===== config.mk =====
export PLATFORM = sky130hd
export DESIGN_NAME = address_range_subtractor
export DESIGN_NICKNAME = d
export VERILOG_FILES = /design/src/hdl/arsub_pkg.sv /design/src/hdl/arsub_ram.sv /design/src/hdl/address_range_subtractor.sv
export SDC_FILE = /design/constraint.sdc
export NUM_CORES = 2
export LEC_CHECK = 0
export CORE_MARGIN = 1
export CORE_UTILIZATION = 50
export CTS_CLUSTER_SIZE = 14
export DETAILED_ROUTE_END_ITERATION = 12
export DONT_BUFFER_PORTS = 1
export GPL_ROUTABILITY_DRIVEN = 0
export GPL_TIMING_DRIVEN = 0
export HOLD_SLACK_MARGIN = 0.15
export MAX_ROUTING_LAYER = met4
export PLACE_DENSITY_LB_ADDON = 0.05
export SYNTH_ARGS = -nofsm -noshare
export SYNTH_HDL_FRONTEND = slang
export SYNTH_SLANG_ARGS = --single-unit

===== constraint.sdc =====
create_clock -name clk -period 13.1 [get_ports clk]
set_clock_uncertainty 0.1 [all_clocks]
set_input_delay 2.62 -clock clk [delete_from_list [all_inputs] [get_ports clk]]
set_output_delay 2.62 -clock clk [all_outputs]
set_load 0.03 [all_outputs]

===== src/hdl/arsub_pkg.sv =====
`timescale 1ns / 1ps

package arsub_pkg;

  // Operation codes carried by an input request.
  localparam logic [1:0] OP_CLEAR    = 2'd0;
  localparam logic [1:0] OP_INSERT   = 2'd1;
  localparam logic [1:0] OP_SUBTRACT = 2'd2;

  // Status codes of a result.
  localparam logic STATUS_OK   = 1'b0;
  localparam logic STATUS_FULL = 1'b1;

  // One input request.
  typedef struct packed {
    logic [1:0]  operation;
    logic [31:0] range_low;
    logic [31:0] range_high;
    logic        end_of_list;
  } arsub_req_t;

  // One result.
  typedef struct packed {
    logic [31:0] piece_low;
    logic [31:0] piece_high;
    logic        kept;
    logic        last;
    logic        status;
  } arsub_rsp_t;

  // Control sequencer states.
  typedef enum logic [2:0] {
    S_IDLE,
    S_INS,
    S_SUB,
    S_FIN,
    S_RESP
  } arsub_state_t;

endpackage


===== src/hdl/arsub_ram.sv =====
`timescale 1ns / 1ps

module arsub_ram #(
  parameter int WIDTH = 64,
  parameter int DEPTH = 32
) (
  input  logic                             clk,
  input  logic                             wr_en,
  input  logic [$clog2(DEPTH > 1 ? DEPTH : 2)-1:0] wr_addr,
  input  logic [WIDTH-1:0]                 wr_data,
  input  logic                             rd_en,
  input  logic [$clog2(DEPTH > 1 ? DEPTH : 2)-1:0] rd_addr,
  output logic [WIDTH-1:0]                 rd_data
);

  logic [WIDTH-1:0] mem [DEPTH];

  // Single write port and one registered read port. The read data holds
  // while no read is issued.
  always_ff @(posedge clk) begin
    if (wr_en) begin
      mem[wr_addr] <= wr_data;
    end
    if (rd_en) begin
      rd_data <= mem[rd_addr];
    end
  end

endmodule


===== src/hdl/address_range_subtractor.sv =====
`timescale 1ns / 1ps

// Address range subtractor.
// Requests enter on in_valid/in_ready/in_req and results leave on
// out_valid/out_ready/out_rsp. A clear, insert or unused-code request gives
// one result with last set; status flags an insert dropped for a full table.
// A subtract request gives each surviving piece of its range in ascending
// order, last set on the final one, or a single result with kept low.
// The removal table lives in one RAM with a registered read port.
// After the accepting cycle, a subtract has the sequencer skip the
// removal entries below the range, examine each entry inside it, then
// queue any surviving tail piece and release the final result.
// Pieces leave while entries are examined, so they add no delay unless
// the receiver stalls. An insert moves each larger entry up one slot to
// open its slot, and a clear resets the entry count and scan cursor.
// One request is in flight at a time; the next is taken once the last
// result sits in the output register. After reset the table is empty
// and the scan cursor is zero; no clearing pass is needed. When the
// receiver stalls, the result waits in the output register and the
// sequencer holds.
module address_range_subtractor
  import arsub_pkg::*;
#(
  parameter int TABLE_DEPTH = 32
) (
  input  logic       clk,
  input  logic       rst_n,
  input  logic       in_valid,
  output logic       in_ready,
  input  arsub_req_t in_req,
  output logic       out_valid,
  input  logic       out_ready,
  output arsub_rsp_t out_rsp
);

  localparam int CW = $clog2(TABLE_DEPTH + 1);
  localparam int AW = $clog2(TABLE_DEPTH > 1 ? TABLE_DEPTH : 2);

  arsub_state_t state_r, state_nxt;
  logic [CW-1:0] count_r, count_nxt;
  logic [CW-1:0] cursor_r, cursor_nxt;
  logic [CW-1:0] idx_r, idx_nxt;
  logic          skip_r, skip_nxt;
  logic [31:0]   lo_r, lo_nxt;
  logic [31:0]   hi_r, hi_nxt;
  logic [32:0]   start_r, start_nxt;
  logic          eol_r, eol_nxt;
  logic          pend_valid_r, pend_valid_nxt;
  logic [31:0]   pend_lo_r, pend_lo_nxt;
  logic [31:0]   pend_hi_r, pend_hi_nxt;
  logic          status_r, status_nxt;
  logic          out_valid_r, out_valid_nxt;
  arsub_rsp_t    out_rsp_r, out_rsp_nxt;

  logic          ram_wr_en;
  logic [AW-1:0] ram_wr_addr;
  logic [63:0]   ram_wr_data;
  logic          ram_rd_en;
  logic [AW-1:0] ram_rd_addr;
  logic [63:0]   ram_rd_data;

  // Each entry holds the high bound over the low bound.
  arsub_ram #(
    .WIDTH(64),
    .DEPTH(TABLE_DEPTH)
  ) u_table (
    .clk    (clk),
    .wr_en  (ram_wr_en),
    .wr_addr(ram_wr_addr),
    .wr_data(ram_wr_data),
    .rd_en  (ram_rd_en),
    .rd_addr(ram_rd_addr),
    .rd_data(ram_rd_data)
  );

  // Shared decode of the entry just read and of the working range.
  logic [31:0]   rlo, rhi;
  logic [32:0]   rhi_inc, end_ext, start_adv;
  logic          out_free, accept, table_full, idx_in;
  logic          skip_more, hit_end, new_piece, sub_stall, tail, ins_place;
  logic [CW-1:0] idx_inc, idx_dec, idx_dec2, count_dec;

  assign rlo        = ram_rd_data[31:0];
  assign rhi        = ram_rd_data[63:32];
  assign rhi_inc    = {1'b0, rhi} + 33'd1;
  assign end_ext    = {1'b0, hi_r};
  assign start_adv  = (rhi_inc > start_r) ? rhi_inc : start_r;
  assign out_free   = !out_valid_r || out_ready;
  assign in_ready   = (state_r == S_IDLE);
  assign accept     = in_valid && in_ready;
  assign table_full = (count_r >= CW'(TABLE_DEPTH));
  assign idx_in     = (idx_r < count_r);
  assign skip_more  = idx_in && (rhi < lo_r);
  assign hit_end    = !idx_in || (rlo > hi_r);
  assign new_piece  = ({1'b0, rlo} > start_r);
  assign sub_stall  = new_piece && pend_valid_r && !out_free;
  assign tail       = (start_r <= end_ext);
  assign ins_place  = (idx_r == '0) || (rlo <= lo_r);
  assign idx_inc    = idx_r + CW'(1);
  assign idx_dec    = idx_r - CW'(1);
  assign idx_dec2   = idx_r - CW'(2);
  assign count_dec  = count_r - CW'(1);

  // Next state.
  always_comb begin
    state_nxt = state_r;
    case (state_r)
      S_IDLE: begin
        if (accept) begin
          case (in_req.operation)
            OP_INSERT:   state_nxt = table_full ? S_RESP : S_INS;
            OP_SUBTRACT: state_nxt = S_SUB;
            default:     state_nxt = S_RESP;
          endcase
        end
      end
      S_INS: begin
        if (ins_place) begin
          state_nxt = S_RESP;
        end
      end
      S_SUB: begin
        if (!skip_r) begin
          if (hit_end) begin
            state_nxt = S_FIN;
          end else if (!sub_stall && (start_adv > end_ext)) begin
            state_nxt = S_FIN;
          end
        end
      end
      S_FIN: begin
        if (!tail && out_free) begin
          state_nxt = S_IDLE;
        end
      end
      S_RESP: begin
        if (out_free) begin
          state_nxt = S_IDLE;
        end
      end
      default: state_nxt = S_IDLE;
    endcase
  end

  // Datapath, table access and result loading.
  always_comb begin
    count_nxt      = count_r;
    cursor_nxt     = cursor_r;
    idx_nxt        = idx_r;
    skip_nxt       = skip_r;
    lo_nxt         = lo_r;
    hi_nxt         = hi_r;
    start_nxt      = start_r;
    eol_nxt        = eol_r;
    pend_valid_nxt = pend_valid_r;
    pend_lo_nxt    = pend_lo_r;
    pend_hi_nxt    = pend_hi_r;
    status_nxt     = status_r;
    out_valid_nxt  = out_valid_r && !out_ready;
    out_rsp_nxt    = out_rsp_r;
    ram_wr_en      = 1'b0;
    ram_wr_addr    = idx_r[AW-1:0];
    ram_wr_data    = {hi_r, lo_r};
    ram_rd_en      = 1'b0;
    ram_rd_addr    = idx_r[AW-1:0];

    case (state_r)
      // Take a request and prime the first table read.
      S_IDLE: begin
        if (accept) begin
          lo_nxt         = in_req.range_low;
          hi_nxt         = in_req.range_high;
          eol_nxt        = in_req.end_of_list;
          start_nxt      = {1'b0, in_req.range_low};
          skip_nxt       = 1'b1;
          pend_valid_nxt = 1'b0;
          status_nxt     = STATUS_OK;
          case (in_req.operation)
            OP_CLEAR: begin
              count_nxt  = '0;
              cursor_nxt = '0;
            end
            OP_INSERT: begin
              if (table_full) begin
                status_nxt = STATUS_FULL;
              end else begin
                idx_nxt     = count_r;
                ram_rd_en   = (count_r != '0);
                ram_rd_addr = count_dec[AW-1:0];
              end
            end
            OP_SUBTRACT: begin
              idx_nxt     = cursor_r;
              ram_rd_en   = 1'b1;
              ram_rd_addr = cursor_r[AW-1:0];
            end
            default: begin
              status_nxt = STATUS_OK;
            end
          endcase
        end
      end

      // Walk down from the top, moving each larger entry up one slot
      // until the new range's place is found.
      S_INS: begin
        ram_wr_en = 1'b1;
        if (ins_place) begin
          ram_wr_data = {hi_r, lo_r};
          count_nxt   = count_r + CW'(1);
          cursor_nxt  = '0;
        end else begin
          ram_wr_data = ram_rd_data;
          idx_nxt     = idx_dec;
          ram_rd_en   = (idx_dec != '0);
          ram_rd_addr = idx_dec2[AW-1:0];
        end
      end

      // Skip entries below the range, then cut the range entry by entry.
      // A found piece is held back one step so that the last flag can be
      // set on whichever piece turns out to be final.
      S_SUB: begin
        if (skip_r) begin
          if (skip_more) begin
            idx_nxt     = idx_inc;
            cursor_nxt  = idx_inc;
            ram_rd_en   = 1'b1;
            ram_rd_addr = idx_inc[AW-1:0];
          end else begin
            skip_nxt = 1'b0;
          end
        end else if (!hit_end && !sub_stall) begin
          if (new_piece) begin
            if (pend_valid_r) begin
              out_valid_nxt = 1'b1;
              out_rsp_nxt   = '{pend_lo_r, pend_hi_r, 1'b1, 1'b0, STATUS_OK};
            end
            pend_valid_nxt = 1'b1;
            pend_lo_nxt    = start_r[31:0];
            pend_hi_nxt    = rlo - 32'd1;
          end
          start_nxt = start_adv;
          if (start_adv <= end_ext) begin
            idx_nxt     = idx_inc;
            ram_rd_en   = 1'b1;
            ram_rd_addr = idx_inc[AW-1:0];
          end
        end
      end

      // Queue the tail piece if one survives, then release the held piece
      // as the final result, or a not-kept result if nothing survived.
      S_FIN: begin
        if (tail) begin
          if (!pend_valid_r || out_free) begin
            if (pend_valid_r) begin
              out_valid_nxt = 1'b1;
              out_rsp_nxt   = '{pend_lo_r, pend_hi_r, 1'b1, 1'b0, STATUS_OK};
            end
            pend_valid_nxt = 1'b1;
            pend_lo_nxt    = start_r[31:0];
            pend_hi_nxt    = hi_r;
            start_nxt      = end_ext + 33'd1;
          end
        end else if (out_free) begin
          out_valid_nxt = 1'b1;
          if (pend_valid_r) begin
            out_rsp_nxt = '{pend_lo_r, pend_hi_r, 1'b1, 1'b1, STATUS_OK};
          end else begin
            out_rsp_nxt = '{32'd0, 32'd0, 1'b0, 1'b1, STATUS_OK};
          end
          pend_valid_nxt = 1'b0;
          if (eol_r) begin
            cursor_nxt = '0;
          end
        end
      end

      // Single result of a clear, insert or unused code.
      S_RESP: begin
        if (out_free) begin
          out_valid_nxt = 1'b1;
          out_rsp_nxt   = '{32'd0, 32'd0, 1'b0, 1'b1, status_r};
        end
      end

      default: begin
        pend_valid_nxt = 1'b0;
      end
    endcase
  end

  // Control registers.
  always_ff @(posedge clk) begin
    if (!rst_n) begin
      state_r      <= S_IDLE;
      count_r      <= '0;
      cursor_r     <= '0;
      pend_valid_r <= 1'b0;
      out_valid_r  <= 1'b0;
    end else begin
      state_r      <= state_nxt;
      count_r      <= count_nxt;
      cursor_r     <= cursor_nxt;
      pend_valid_r <= pend_valid_nxt;
      out_valid_r  <= out_valid_nxt;
    end
  end

  // Payload registers.
  always_ff @(posedge clk) begin
    idx_r     <= idx_nxt;
    skip_r    <= skip_nxt;
    lo_r      <= lo_nxt;
    hi_r      <= hi_nxt;
    start_r   <= start_nxt;
    eol_r     <= eol_nxt;
    pend_lo_r <= pend_lo_nxt;
    pend_hi_r <= pend_hi_nxt;
    status_r  <= status_nxt;
    out_rsp_r <= out_rsp_nxt;
  end

  assign out_valid = out_valid_r;
  assign out_rsp   = out_rsp_r;

  // The table never holds more entries than it has slots.
  a_count_bound: assert property (@(posedge clk) disable iff (!rst_n)
    count_r <= CW'(TABLE_DEPTH))
    else $error("entry count exceeds table depth");

  // The scan cursor never passes the filled part of the table.
  a_cursor_bound: assert property (@(posedge clk) disable iff (!rst_n)
    cursor_r <= count_r)
    else $error("scan cursor beyond entry count");

  // The table is written only while an insert shifts entries.
  a_write_in_insert: assert property (@(posedge clk) disable iff (!rst_n)
    ram_wr_en |-> (state_r == S_INS))
    else $error("table written outside an insert");

  // A held piece exists only while a subtract is in progress.
  a_pend_in_subtract: assert property (@(posedge clk) disable iff (!rst_n)
    pend_valid_r |-> (state_r == S_SUB || state_r == S_FIN))
    else $error("held piece outside a subtract");

  // A completed insert grows the table by exactly one entry.
  a_insert_grows: assert property (@(posedge clk) disable iff (!rst_n)
    (state_r == S_INS && ins_place) |=> (count_r == $past(count_r) + CW'(1)))
    else $error("insert did not add one entry");

endmodule


==> results.py <==
metrics = {
    "die": {
        "io_pins": 140,
        "rows": 162,
        "die_x_um": 447,
        "die-height_um": 447,
        "start_util": 0.505,
        "die-area_um2": 199000,
        "core-area_um2": 196000,
    },
    "power_and_ir_drop": {
        "pwr-share-seq": 0.415,
        "power_frac_comb": 0.291,
        "max-vdd-ir-drop_uv": 168,
        "switching_share": 0.331,
        "power_switching_w": 0.00734,
        "pwr-share-clk": 0.293,
        "internal_power_w": 0.0148,
        "p_leak_nw": 37.3,
        "p_per_area_nw_per_um2": 195,
    },
    "worst_setup_path": {
        "critPathMaxFanout": 12,
        "crit_arrival_ps": 12570,
        "end_kind": "flop",
        "cp_slowest_stage_delay_ps": 1150,
        "crit_slowest_cell": "nor2_2",
        "criticalPathCategory": "flop to flop",
        "ff2ff_setup_slack_ps": 1050,
        "cp_num_buf_inv": 3,
        "required_ps": 13620,
        "cp-start-kind": "flop",
        "critPathTopFamily": "simple AND/OR/NAND/NOR gates",
    },
    "detailed_routing": {
        "dr.first_iter.drc_count": 7253,
        "wl_per_cell_um": 35.3,
        "maxUsedRoutingLayer": "met4",
        "post_drt_via_cell_ratio": 6.36,
        "wl_um": 315000,
        "vias": 56700,
        "route.met2.wl_um": 148000,
        "wl_met3_um": 28200,
        "wl_met1_um": 125000,
        "dr.pass1.iters": 8,
        "drc": 0,
        "drt.antenna.violating_nets": 0,
    },
    "grt": {
        "overflow": 0,
        "grt_pass1_vias": 55100,
        "grt_pass1_wl_um": 434000,
        "antenna_found_initial": 30,
        "grt_max_degree": 35,
        "track_usage": 0.327,
    },
    "status": {
        "status": "complete, but fails checks",
        "failed_checks": "max-capacitance violations, max-slew violations",
    },
    "placed_design": {
        "hpwl_um": 227000,
        "numPortBuffers": 0,
        "postPlaceCellArea_um2": 106000,
        "dp_cells": 8447,
        "pre_cts_slack_ps": 1440,
    },
    "timing": {
        "hold_viol_final": 0,
        "post-route-min-period_ps": 12050,
        "max_slew_margin": -0.0297,
        "max_freq_mhz": 83.0,
        "fin_crit_sh": 0.920,
        "drv_slew": 22,
        "tns_ps": 0,
        "worst_pin_slew_ps": 1540,
        "finalSetupViolCount": 0,
        "setup_ws_ps": 1050,
        "rsz0062_at_grt": "no",
    },
    "layout": {
        "fin_nets": 6382,
        "n_fill_cell": 14800,
        "final_area_um2": 114000,
        "area.sequential_um2": 70900,
        "drive_gt1_frac": 0.186,
        "stdcell_count": 8913,
        "multiInputGateArea_um2": 26700,
        "area_growth_pct": 14.9,
    },
    "logic_synthesis": {
        "yosysWarnings": 0,
        "yosys_most_used_dff": "edfxtp_1",
        "synth_seq_cells": 2366,
        "netlist_instances": 5633,
        "post_synth_num_cell_types": 78,
        "syn_area_per_cell_um2": 17.5,
        "synth_seq_area_share": 0.717,
        "netlist_area_um2": 98900,
        "syn_nets": 5951,
        "synth_edf_count": 2349,
        "async_reset_ff_frac": 0,
    },
    "cts": {
        "clk_pin_slew_ps": 60,
        "htree_levels": 4,
        "post_cts_buffers": 0,
        "clock_latency_ps": 900,
        "cts_hold_buf": 0,
        "cts_tree": "built",
        "cts_resized": 0,
        "numCtsBuffers": 239,
        "cts-root-buf": "clkbuf_16",
        "cts_buffer_depth": 3,
        "clock-sinks": 2366,
    },
    "run": {
        "drv_cap": 5,
    },
    "min_path": {
        "holdCritPathClass": "flop to flop",
    },
}
==> tightest hold or removal path, stage by stage, from the launching register on <==
cell and delay [ps]:
dfxtp_1 310, nand2b_1 70, a21oi_1 60
==> cell usage after synthesis (21+ instances only) <==
cell,n,area (um^2)
a21o_1,28,210
a21oi_1,122,611
a221o_1,21,210
a22o_1,64,561
a32oi_1,64,561
and3_1,72,450
buf_2,65,325
buf_4,27,203
clkbuf_1,143,537
edfxtp_1,2349,70500
ha_1,247,3090
inv_1,130,488
mux2i_1,266,2660
mux4_2,447,10100
nand2_1,605,2270
nand3_1,174,871
nand4_1,54,338
nor2_1,170,638
nor3_1,37,185
o21ai_0,168,841
xnor2_1,81,709
xor2_1,23,201
==> placed cells by master, fill, tap and decap left out, drive strengths merged, types with 133 or more instances in the layout <==
cell,netlist,final
mux2i,266,266
nand2,605,605
o21ai,173,173
mux4,447,447
clkbuf,143,452
nor2,171,171
nand3,174,174
ha,247,247
inv,130,133
buf,127,316
edfxtp,2349,2349
==> routing by layer <==
layer  vias up  global-route usage
li1      23400                   -
met5         -                   -
met4         0               0.129
met2      3078               0.503
met3       591              0.0533
met1     29600               0.438
==> path summary, 6_finish.rpt <==
check	end	cells past startpoint	start
hold / removal	cursor_r[1]	2	cursor_r[1]
setup / recovery	u_table.rd_data[20]	33	u_table.rd_data[35]
hold reg to reg	cursor_r[1]	2	cursor_r[1]
setup reg to reg	u_table.rd_data[20]	33	u_table.rd_data[35]
==> flip-flops by register name (all words and copies together) (netlist names) <==
name,flops
count_r,6
cursor_r,6
eol_r,1
hi_r,32
idx_r,6
lo_r,32
out_rsp,67
out_valid,1
pend_hi_r,32
pend_lo_r,32
pend_valid_r,1
skip_r,1
start_r,33
state_r,3
status_r,1
u_table.mem,2048
u_table.rd_data,64
==> final cells by class <==
cell class                      instances  area share
Multi-Input combinational cell       2865       0.235
Clock inverter                        118     0.00893
Buffer                                270      0.0117
Sequential cell                      2366       0.624
Timing Repair Buffer                  190      0.0307
Clock buffer                          309      0.0555
Inverter                              132     0.00436
Tap cell                             2624      0.0289
Antenna cell                           39    0.000859
==> per-stage QoR <==
step	hold WS, ps	power [W]	util
2_1_floorplan	351	0.0131	-
3_3_place_gp	363	0.0156	0.522
3_5_place_dp	366	0.0158	0.543
4_1_cts	377	0.0222	0.580
5_1_grt	398	0.0228	0.580
6_report	379	0.0222	0.581
==> cell families (layout without fill, tap and decap cells) <==
logic type | after synthesis | in the layout | synth area share
AOI/OAI and AO/OA | 580 | 580 | 0.0395
muxes | 719 | 719 | 0.129
xor gates and xnor gates | 104 | 104 | 0.00921
other | 0 | 39 | 0
adders and majority gates | 247 | 247 | 0.0313
and+or+nand+nor | 1215 | 1215 | 0.0551
buffers and inverters | 402 | 1019 | 0.0184
DFF | 2366 | 2366 | 0.717
==> power groups by stage <==
stage               sequential [W]  clock [W]  combinational (W)
floorplan                  0.00924          0            0.00388
global placement           0.00945          0            0.00615
detailed placement         0.00936          0            0.00641
CTS                        0.00920    0.00658            0.00643
global route               0.00921    0.00685            0.00678
finish                     0.00922    0.00650            0.00647
Power figures use the tool's default switching activity.
